**src/hdl/tcw_pkg.sv**
```systemverilog
// Shared types and constants for the text console writer.
// No dependencies; used by every module of the block.
package tcw_pkg;

	localparam int DEF_COLUMNS = 80;
	localparam int DEF_ROWS    = 25;

	localparam logic [7:0] NEWLINE_CHAR = 8'd10;
	localparam logic [7:0] BLANK_CHAR   = 8'd32;

	// register indexes on the configuration port
	localparam int CFG_IDX_W = 1;
	localparam logic [CFG_IDX_W-1:0] REG_FOREGROUND = 1'b0;
	localparam logic [CFG_IDX_W-1:0] REG_BACKGROUND = 1'b1;
	localparam int CFG_DATA_W = 4;

	typedef enum logic [1:0] {
		KIND_PUT   = 2'd0,
		KIND_CLEAR = 2'd1,
		KIND_READ  = 2'd2,
		KIND_NONE  = 2'd3
	} kind_t;

	typedef struct packed {
		kind_t       kind;
		logic [7:0]  character;
		logic [10:0] cell_index;
	} cmd_t;

	typedef struct packed {
		logic [6:0] cursor_column;
		logic [4:0] cursor_row;
		logic [7:0] cell_character;
		logic [7:0] cell_attribute;
	} rsp_t;

endpackage

```
**src/hdl/tcw_sequencer.sv**
```systemverilog
// Command sequencer: cursor state, put/newline/scroll/clear/read walks over
// the screen memory. Depends on tcw_pkg; drives tcw_screen_ram.
module tcw_sequencer #(
	parameter int COLUMNS = tcw_pkg::DEF_COLUMNS,
	parameter int ROWS    = tcw_pkg::DEF_ROWS,
	localparam int CELLS  = COLUMNS * ROWS,
	localparam int AW     = $clog2(CELLS),
	localparam int CW     = $clog2(COLUMNS + 1),
	localparam int RW     = $clog2(ROWS)
) (
	input  logic           clk,
	input  logic           arst_n,
	input  logic           cmd_valid,
	output logic           cmd_stall,
	input  tcw_pkg::cmd_t  cmd,
	input  logic [7:0]     attr,
	output logic           res_valid,
	input  logic           res_take,
	output tcw_pkg::rsp_t  res,
	output logic           ram_we,
	output logic [AW-1:0]  ram_waddr,
	output logic [15:0]    ram_wdata,
	output logic [AW-1:0]  ram_raddr,
	input  logic [15:0]    ram_rdata
);

	typedef enum logic [6:0] {
		ST_IDLE     = 7'b0000001,
		ST_DISPATCH = 7'b0000010,
		ST_WRITE    = 7'b0000100,
		ST_SCROLL   = 7'b0001000,
		ST_FILL     = 7'b0010000,
		ST_READ     = 7'b0100000,
		ST_DONE     = 7'b1000000
	} state_t;

	state_t          state_q;
	tcw_pkg::kind_t  kind_q;
	logic [7:0]      char_q;
	logic [10:0]     idx_q;
	logic [CW-1:0]   col_q;
	logic [RW-1:0]   row_q;
	logic [AW-1:0]   ptr_q;
	logic [AW-1:0]   end_q;
	logic            copy_end_q;
	logic            pend_q;      // a character write follows the scroll
	logic            cp_valid_s1;
	logic [AW-1:0]   cp_addr_s1;
	logic [7:0]      rd_char_q;
	logic [7:0]      rd_attr_q;

	logic [AW-1:0]   cur_addr;
	logic            at_bottom;
	logic            idx_ok;
	logic            issue_copy;

	assign cur_addr   = AW'(row_q) * AW'(COLUMNS) + AW'(col_q);
	assign at_bottom  = !(row_q < RW'(ROWS - 1));
	assign idx_ok     = 32'(idx_q) < 32'(CELLS);
	assign issue_copy = (state_q == ST_SCROLL) && !copy_end_q;

	assign cmd_stall = (state_q != ST_IDLE);
	assign res_valid = (state_q == ST_DONE);

	always_comb begin
		res.cursor_column  = 7'(col_q);
		res.cursor_row     = 5'(row_q);
		res.cell_character = rd_char_q;
		res.cell_attribute = rd_attr_q;
	end

	// read port: scroll source walk, otherwise the requested cell
	assign ram_raddr = (state_q == ST_SCROLL) ? ptr_q : AW'(idx_q);

	always_comb begin
		ram_we    = 1'b0;
		ram_waddr = cur_addr;
		ram_wdata = {attr, char_q};
		case (state_q)
			ST_SCROLL: begin
				ram_we    = cp_valid_s1;
				ram_waddr = cp_addr_s1;
				ram_wdata = ram_rdata;
			end
			ST_FILL: begin
				ram_we    = 1'b1;
				ram_waddr = ptr_q;
				ram_wdata = {attr, tcw_pkg::BLANK_CHAR};
			end
			ST_WRITE: begin
				ram_we = 1'b1;
			end
			default: begin
				ram_we = 1'b0;
			end
		endcase
	end

	// copy pipeline: read issued in one cycle, written back the next
	always_ff @(posedge clk or negedge arst_n) begin
		if (!arst_n) begin
			cp_valid_s1 <= 1'b0;
		end else begin
			cp_valid_s1 <= issue_copy;
		end
	end

	always_ff @(posedge clk) begin
		cp_addr_s1 <= ptr_q - AW'(COLUMNS);
	end

	always_ff @(posedge clk or negedge arst_n) begin
		if (!arst_n) begin
			state_q    <= ST_IDLE;
			col_q      <= '0;
			row_q      <= '0;
			kind_q     <= tcw_pkg::KIND_NONE;
			char_q     <= '0;
			idx_q      <= '0;
			ptr_q      <= '0;
			end_q      <= '0;
			copy_end_q <= 1'b0;
			pend_q     <= 1'b0;
			rd_char_q  <= '0;
			rd_attr_q  <= '0;
		end else begin
			case (state_q)
				ST_IDLE: begin
					if (cmd_valid) begin
						kind_q    <= cmd.kind;
						char_q    <= cmd.character;
						idx_q     <= cmd.cell_index;
						rd_char_q <= '0;
						rd_attr_q <= '0;
						state_q   <= ST_DISPATCH;
					end
				end
				ST_DISPATCH: begin
					copy_end_q <= 1'b0;
					ptr_q      <= AW'(COLUMNS);
					case (kind_q)
						tcw_pkg::KIND_PUT: begin
							if (char_q == tcw_pkg::NEWLINE_CHAR ||
							    !(col_q < CW'(COLUMNS))) begin
								// newline, explicit or from a full row
								pend_q <= (char_q != tcw_pkg::NEWLINE_CHAR);
								col_q  <= '0;
								if (at_bottom) begin
									state_q <= ST_SCROLL;
								end else begin
									row_q   <= row_q + RW'(1);
									state_q <= (char_q != tcw_pkg::NEWLINE_CHAR) ?
									           ST_WRITE : ST_DONE;
								end
							end else begin
								state_q <= ST_WRITE;
							end
						end
						tcw_pkg::KIND_CLEAR: begin
							pend_q  <= 1'b0;
							col_q   <= '0;
							row_q   <= '0;
							ptr_q   <= '0;
							end_q   <= AW'(CELLS - 1);
							state_q <= ST_FILL;
						end
						tcw_pkg::KIND_READ: begin
							state_q <= idx_ok ? ST_READ : ST_DONE;
						end
						default: begin
							state_q <= ST_DONE;
						end
					endcase
				end
				ST_WRITE: begin
					col_q   <= col_q + CW'(1);
					state_q <= ST_DONE;
				end
				ST_SCROLL: begin
					if (!copy_end_q) begin
						if (ptr_q == AW'(CELLS - 1)) begin
							copy_end_q <= 1'b1;
						end else begin
							ptr_q <= ptr_q + AW'(1);
						end
					end else if (!cp_valid_s1) begin
						ptr_q   <= AW'(CELLS - COLUMNS);
						end_q   <= AW'(CELLS - 1);
						state_q <= ST_FILL;
					end
				end
				ST_FILL: begin
					if (ptr_q == end_q) begin
						state_q <= pend_q ? ST_WRITE : ST_DONE;
					end else begin
						ptr_q <= ptr_q + AW'(1);
					end
				end
				ST_READ: begin
					rd_char_q <= ram_rdata[7:0];
					rd_attr_q <= ram_rdata[15:8];
					state_q   <= ST_DONE;
				end
				ST_DONE: begin
					if (res_take) begin
						state_q <= ST_IDLE;
					end
				end
				default: begin
					state_q <= ST_IDLE;
				end
			endcase
		end
	end

endmodule

```
**config.mk**
```make
export PLATFORM = sky130hd
export DESIGN_NAME = tcw_sequencer
export DESIGN_NICKNAME = d
export VERILOG_FILES = /design/src/hdl/tcw_pkg.sv /design/src/hdl/tcw_sequencer.sv
export SDC_FILE = /design/constraint.sdc
export NUM_CORES = 1
export LEC_CHECK = 0
export BUFFER_PORTS_ARGS = -buffer_cell sky130_fd_sc_hd__buf_4
export CAP_MARGIN = 20
export CORE_MARGIN = 2
export CORE_UTILIZATION = 54
export CTS_CLUSTER_DIAMETER = 80
export CTS_CLUSTER_SIZE = 24
export DETAILED_ROUTE_END_ITERATION = 6
export GPL_ROUTABILITY_DRIVEN = 0
export GPL_TIMING_DRIVEN = 0
export PLACE_DENSITY = 0.85
export REMOVE_ABC_BUFFERS = 1
export SETUP_SLACK_MARGIN = 0.02
export SKIP_LAST_GASP = 1
export SYNTH_ARGS = -nofsm -noshare
export SYNTH_HDL_FRONTEND = slang
export SYNTH_SLANG_ARGS = --single-unit
```
**constraint.sdc**
```tcl
create_clock -name clk -period 3.4 [get_ports clk]
set_clock_uncertainty 0.05 [all_clocks]
set_input_delay 0.51 -clock clk [delete_from_list [all_inputs] [get_ports clk]]
set_output_delay 0.51 -clock clk [all_outputs]
set_load 0.005 [all_outputs]
```
Word level (Yosys, flattened, before mapping) --
Index checks and enable logic that the tools add are counted.
Word-level totals: register bits 92, input bits 49, logic and storage cells 110, output and inout port bits 69
Cells by class: magnitude comparators 3, multiply operators 1, equality and inequality tests 27, reduce and logical (&&, ||, !) cells 20, add/sub/neg operators 5, mux-type cells 40
Operator list (count):
- $mux W11 | 8
- $mux W7 | 12
- $pmux W11 S2 | 2
- $pmux W7 S6 | 1
- $pmux W11 S3 | 1
- $pmux W16 S2 | 1
- $pmux W8 S2 | 2
- $pmux W7 S2 | 2
- $pmux W7 S3 | 1
- $ne A2 B2 Y1 const B | 8
- $ne A3 B3 Y1 const B | 4
- $reduce_and A4 Y1 | 3
- $add A11 B1 Y11 const B | 1
- $add A11 B7 Y11 | 1
- $eq A11 B11 Y1 | 1
- $eq A11 B11 Y1 const B | 1
- $lt A11 B11 Y1 const B | 1
- $sub A11 B7 Y11 const B | 1
- $mux W5 | 2
- $pmux W5 S2 | 1
- $eq A8 B4 Y1 const B | 1
- $mux W8 | 1
- $ne A8 B4 Y1 const B | 1
- $reduce_bool A2 Y1 | 4
- 27 further kinds | 35

Depth between registers and ports, before layout --
Gate-level depths: netlist of run 1.
depth after elaboration 6, depth in mapped cells 8, gate-level depth less buffers 8

Least setup slack after synthesis of run 1 --
No wires, ideal clock.
kind reg2out, start point register row_q[3], end point output ram_waddr[10], buffers on the path 0, stages on the path, launching flop included 9, path slack 0.704 ns, arrival 2.136 ns, required time 2.840 ns, cells stage by stage dfrtp_1 -> ha_1 -> ha_1 -> fa_1 -> xor2_1 -> o2111ai_1 -> xnor2_1 -> xnor2_1 -> o21ai_0
On the way: longest elaborated chain between the ends 3
RTL lines:
- start: declaration | line tcw_sequencer.sv:42 | logic [RW-1:0] row_q;
- start signal: assignment | line tcw_sequencer.sv:151 | row_q <= row_q + RW'(1);
- $mul A5 B3 Y7 | line tcw_sequencer.sv:57 | assign cur_addr = AW'(row_q) * AW'(COLUMNS) + AW'(col_q);
- $add A11 B7 Y11 | line tcw_sequencer.sv:57
- $pmux W11 S2 | line tcw_sequencer.sv:79 | case (state_q)
- end: declaration | line tcw_sequencer.sv:21 | output logic [AW-1:0] ram_waddr,
No other way between the ends.

Worst setup path after layout of run 1 --
Ends and elaborated chain as after synthesis.

==> results of run 1 <==
## through the flow
step	total power, mW	setup slack (ps)	cell area (µm²)	util, %
after detailed placement	2.90	173	5610	67.6
after CTS	3.60	68.1	5810	70.0
after global routing	3.82	-43.2	5860	70.7
final	3.62	98.3	5860	70.7
after global placement	2.80	-367	5540	66.8
after floorplan	2.24	516	4530	-
## path summary, 6_finish.rpt
path,startpoint,end,slack (ps)
worst min register to register,rd_attr_q[4]$_DFFE_PN0P_,rd_attr_q[4]$_DFFE_PN0P_,450
min in group clk,ram_rdata[1],rd_char_q[1]$_DFFE_PN0P_,280
max in group asynchronous,arst_n,row_q[3]$_DFFE_PN0P_,2470
worst max register to register,state_q[2]$_DFFE_PN0P_,idx_q[9]$_DFFE_PN0P_,690
worst min-delay path,arst_n,rd_char_q[0]$_DFFE_PN0P_,200
worst max-delay path,row_q[3]$_DFFE_PN0P_,ram_waddr[10],100
## cell usage in the layout, fill, tap and decap left out, drive strengths merged, types with 4 or more instances in the layout
cell type | netlist | final
buf | 8 | 126
nand2 | 105 | 105
dfrtp | 68 | 68
o21ai | 29 | 29
nand3 | 24 | 24
mux2 | 23 | 23
nor2 | 22 | 22
inv | 17 | 17
ha | 15 | 15
a22oi | 11 | 11
dfxtp | 11 | 11
nor3 | 11 | 11
xor2 | 11 | 11
clkbuf | 24 | 11
a21oi | 10 | 10
xnor2 | 9 | 9
nand4 | 8 | 8
a22o | 7 | 7
a211oi | 6 | 6
nand4b | 6 | 6
and3 | 6 | 6
nor4 | 5 | 5
nor4b | 5 | 5
a21o | 4 | 4
or3 | 4 | 4
o22ai | 4 | 4
o31ai | 4 | 4
or2 | 4 | 4
## cell type report
type                       instances  area, µm²  share of cell area (%)
clock buffer                      11        131                    2.24
timing repair buffer             126        993                    16.9
inverter                          17       63.8                    1.09
multi-input combinational        382       2480                    42.4
tap                              105        131                    2.24
clock inverter                     5       56.3                   0.960
sequential                        82       2000                    34.2
## kinds of logic after synthesis
logic type	count (synthesis)	synth area share (%)
XOR/XNOR	20	3.75
adder cells (fa/ha/maj)	17	4.88
multiplexers	26	6.19
AO/OA/AOI/OAI	101	15.0
buffers and inverters	49	4.29
flip-flops	82	42.8
AND/OR/NAND/NOR	218	23.0
## Yosys cell counts (10+ instances only)
cell and n:
xor2_1 11, clkbuf_1 24, inv_1 17, nor2_1 21, nand3_1 24, mux2_2 20, dfxtp_1 11, a22oi_1 11
nand2_1 105, dfrtp_1 68, a21oi_1 10, ha_1 15, nor3_1 10, o21ai_0 24
## report_power, final
group | switching (mW) | internal [mW] | total, mW
clock | 0.370 | 0.339 | 0.709
combinational | 0.647 | 0.762 | 1.41
sequential | 0.260 | 1.24 | 1.50
## sequential cells by signal, summed over array words and instances, names as in the netlist, 2 cells and up
signal,flops
idx_q,11
rd_char_q,8
kind_q,2
row_q,5
state_q,7
cp_addr_s1,11
char_q,8
ptr_q,11
col_q,7
rd_attr_q,8
## routing by layer
layer / GRT usage, % / wire [µm] / vias up
met5: 0 / 0 / -
met4: 14.8 / 548 / 0
met3: 4.48 / 844 / 53
met2: 45.0 / 6490 / 223
met1: 34.5 / 5110 / 2136
li1: - / - / 2038
## repair_timing
action	CTS	global route
endpoints found under the hold margin	0	0
setup buffers	0	6
gates cloned	0	0
setup endpoints to repair	13	5
gates resized for setup	5	3
pin swaps	0	3
## worst max-delay path, stage by stage, from the launching register on
cell and delay, ps:
dfrtp_2 470, ha_1 290, ha_1 230, fa_2 370, xor2_2 200, o2111ai_1 160, xnor2_1 240, xnor2_1 160
o21ai_1 110, buf_4 150
==> metrics, run 1 <==
status=finished, final reports clean; setup_tns=0 ps; fin crit period=3300 ps; Post-synth EDFFs=0; Worst slew margin=23.6%; crit-path max FO=8; Final ANT Viol Nets=0; Initial DRC Count=300; synth-to-layout area growth=25.6%; Req. time, crit path=2840 ps; Post-DP HPWL=9280 µm; post-synth top area cell=dfrtp_1; Max Root-Sink Buffers=2; synthesized cell area=0.00467 mm²; die area=0.00941 mm²; Worst Reg-to-Reg Cells=5; Syn Inst Count=513; WL/cell=17.9 µm; hold buffers post-CTS=0; via count=4,450; RSZ-0062 raised after global routing=true; TritonCTS Sinks=82; dpl cells=706; Setup-failing EPs final=0; row count=33; Antenna Cells=0; largest net degree at the start of global routing=72; vias per std cell=6.11; ys async rst share=86.6%; final WL=13,000 µm; Syn Area/Cell=9.10 µm²; Post-synth top flop=dfrtp_1; Max Fclk=303 MHz; Tot GR Track Use=27.4%; Starting Density=56.3%; Residual DRC=0; grt total ovfl=0; fin crit share=97.1%; Worst-path clk slew=90 ps; boundary pin count=118; Synth cell types=65; vias in the first global route=4,321; hold slack=198 ps; first-pass GRT wire length=21,100 µm; Final Slew Violations=0; FILL cells=606; Worst Path Class, Setup=reg -> out; sequential area share after synthesis=42.8%; Die Height=97.0 µm; total CTS buffers=9; Worst VDD drop=354 µV; area of the core=0.00830 mm²; CP arrival=2740 ps; warnings from Yosys=0; Min-Delay Path Class=in -> async; Initial DRT Pass Iterations=5; CP endpoint kind=output pin; Leak Pwr=2.89 nW; register bit total from synthesis=82; clk_lat worst skew=370 ps; Final Hold Vio Count=0; Power Density=617 mW/mm²; # nets final=684; CTS tree=yes; worst-margin pin slew=1130 ps; maxcap violations=0; initial antenna violation count=0; Layout Cells excl Fill=728; element type at the critical path start=register; H-tree Lvls=3; PortBufs=117; ratio of cells with drive above 1 in the final layout=28.9%; Synth top area share=36.4%; Clock Tree Root=clkbuf_8; Die Wd=97.0 µm; top post-synthesis cells by area=dfrtp_1, nand2_1, mux2_2
No activity file was read; power rests on OpenSTA's default activity.
==> run 2: changes to the inputs <==
--- a/config.mk
+++ b/config.mk
@@ -15,7 +15,6 @@
 export GPL_ROUTABILITY_DRIVEN = 0
 export GPL_TIMING_DRIVEN = 0
 export PLACE_DENSITY = 0.85
-export REMOVE_ABC_BUFFERS = 1
 export SETUP_SLACK_MARGIN = 0.02
 export SKIP_LAST_GASP = 1
 export SYNTH_ARGS = -nofsm -noshare
==> run 2 against run 1 <==
- critical path type unchanged
- largest power group is now combinational logic
- worst hold slack better by 32 ps
- sequential cell count stayed put
- die area is the same
- via count rose by 3.4%
- highest routed layer unchanged
==> metrics, run 2 (synthesis gave the netlist of run 1 again) <==
Antenna Cells=0 (unchanged); grt total ovfl=0 (unchanged); Largest stage delay, worst path=460 ps (about the same); Worst Path Class, Setup=reg -> out; area of the core=0.00830 mm² (unchanged); vias in the first global route=4,578 (+5.9%); worst path cell trace=ha_1, ha_1, fa_1, xor2_2, o2111ai_2, xnor2_1, xnor2_1, o21ai_0, buf_4; largest net degree at the start of global routing=72 (unchanged); Die Height=97.0 µm (unchanged); synth-to-layout area growth=27.2%; most common cell after layout, fill and taps aside=buf_4; Max Fclk=299 MHz (-1.3%); flop-to-flop setup slack=710 ps (+20 ps); CTS tree=yes; clk_lat worst skew=360 ps (about the same); PortBufs=117 (unchanged); CP endpoint kind=output pin; element type at the critical path start=register; Worst slew margin=34.7% (+11 points); Initial DRT Pass Iterations=7 (+2); H-tree Lvls=3 (unchanged); Max Root-Sink Buffers=2 (unchanged); # nets final=710 (+3.8%); Syn Nets=579; Critical Path Slowest Stage Cell=dfrtp_2; Final ANT Viol Nets=0 (unchanged); Worst VDD drop=581 µV (+64%); setup_tns=0 ps (unchanged); Final Hold Vio Count=0 (unchanged); maxcap violations=0 (unchanged); row count=33 (unchanged); RSZ-0062 raised after global routing=true; fin crit period=3350 ps (+45.0 ps); Min-Delay Path Class=in -> async; CP arrival=2790 ps (+50 ps); first-pass GRT wire length=22,600 µm (+7.2%); Crit path buffers/inverters=1 (unchanged); Largest delay share family, worst path=adder cells; WL/cell=18.5 µm (+3.5%); Tot GR Track Use=29.7% (+2.3 points); Die Wd=97.0 µm (unchanged); ratio of cells with drive above 1 in the final layout=28.7% (-0.23 points); hold slack=230 ps (+31.5 ps); final WL=13,900 µm (+7.2%); Req. time, crit path=2840 ps (about the same); Final Slew Violations=0 (unchanged); via count=4,601 (+3.4%); Clock Tree Root=clkbuf_8; initial antenna violation count=0 (unchanged); most frequent cells in the layout=buf_4, nand2_1, dfrtp_1; TritonCTS Sinks=82 (unchanged); die area=0.00941 mm² (unchanged); top flop regs=cp_addr_s1 x11, idx_q x11, ptr_q x11; Leak Pwr=2.93 nW (+1.2%); status=finished, final reports clean; Residual DRC=0 (unchanged); Power Density=619 mW/mm² (+0.37%); Starting Density=56.3% (unchanged); Initial DRC Count=300 (unchanged); worst-margin pin slew=967 ps (-163 ps); boundary pin count=118 (unchanged); total CTS buffers=9 (unchanged); Post-DP HPWL=10,200 µm (+10%); crit-path max FO=6 (-2); Worst-path clk slew=80 ps (about the same); vias per std cell=6.10 (-0.17%); fin crit share=98.4% (+1.3 points); Setup-failing EPs final=0 (unchanged)
run 2: changes by cell type in the layout (fill, tap and decap cells not counted), sizes merged:
cell and delta:
clkinvlp +1, buf +3, clkbuf +22
run 2: path summary, 6_finish.rpt:
path	from	endpoint	cells after the start
hold reg to reg	ptr_q[3]$_DFFE_PN0P_	cp_addr_s1[3]$_DFF_P_	0
max in group asynchronous	arst_n	row_q[3]$_DFFE_PN0P_	1
setup / recovery	row_q[1]$_DFFE_PN0P_	ram_waddr[10]	9
hold / removal	arst_n	rd_char_q[4]$_DFFE_PN0P_	1
min in group clk	ram_rdata[13]	rd_attr_q[5]$_DFFE_PN0P_	3
setup reg to reg	ptr_q[4]$_DFFE_PN0P_	ptr_q[8]$_DFFE_PN0P_	8
run 2: metal layers:
layer | part of all wire [%] | global-route usage (%)
met3 | 6.9 | 6.00
met5 | 0 | 0
met2 | 50 | 49.4
met4 | 3.7 | 12.2
met1 | 40 | 37.8
run 2: layout make-up:
cell class                      count  area (µm²)
Buffer                             31         136
Clock buffer                       10         138
Clock inverter                      6        66.3
Fill cell                         609        2360
Inverter                           17        63.8
Multi-Input combinational cell    382        2490
Sequential cell                    82        2000
Tap cell                          105         131
Timing Repair Buffer              121         908
run 2: power breakdown:
group	internal (mW)	switching [mW]
clock	0.359	0.361
combinational	0.757	0.739
sequential	1.24	0.223
run 2: repair_timing:
action	in CTS	in global routing
endpoints found under the setup margin	21	16
cloned	0	0
setup buffers	0	4
pin swaps	0	2
resized for setup	5	5
hold buffers	0	0
run 2: metrics by stage:
step                utilization (%)  power (mW)  setup slack (ps)  std cells  area [µm²]
floorplan                         -        2.28               704        513        4670
global placement               68.4        2.86               414        735        5680
detailed placement             68.4        2.93               352        735        5680
CTS                            71.1        3.66              35.9        751        5900
global route                   71.6        3.88             -69.9        754        5940
finish                         71.6        3.68              53.3        754        5940
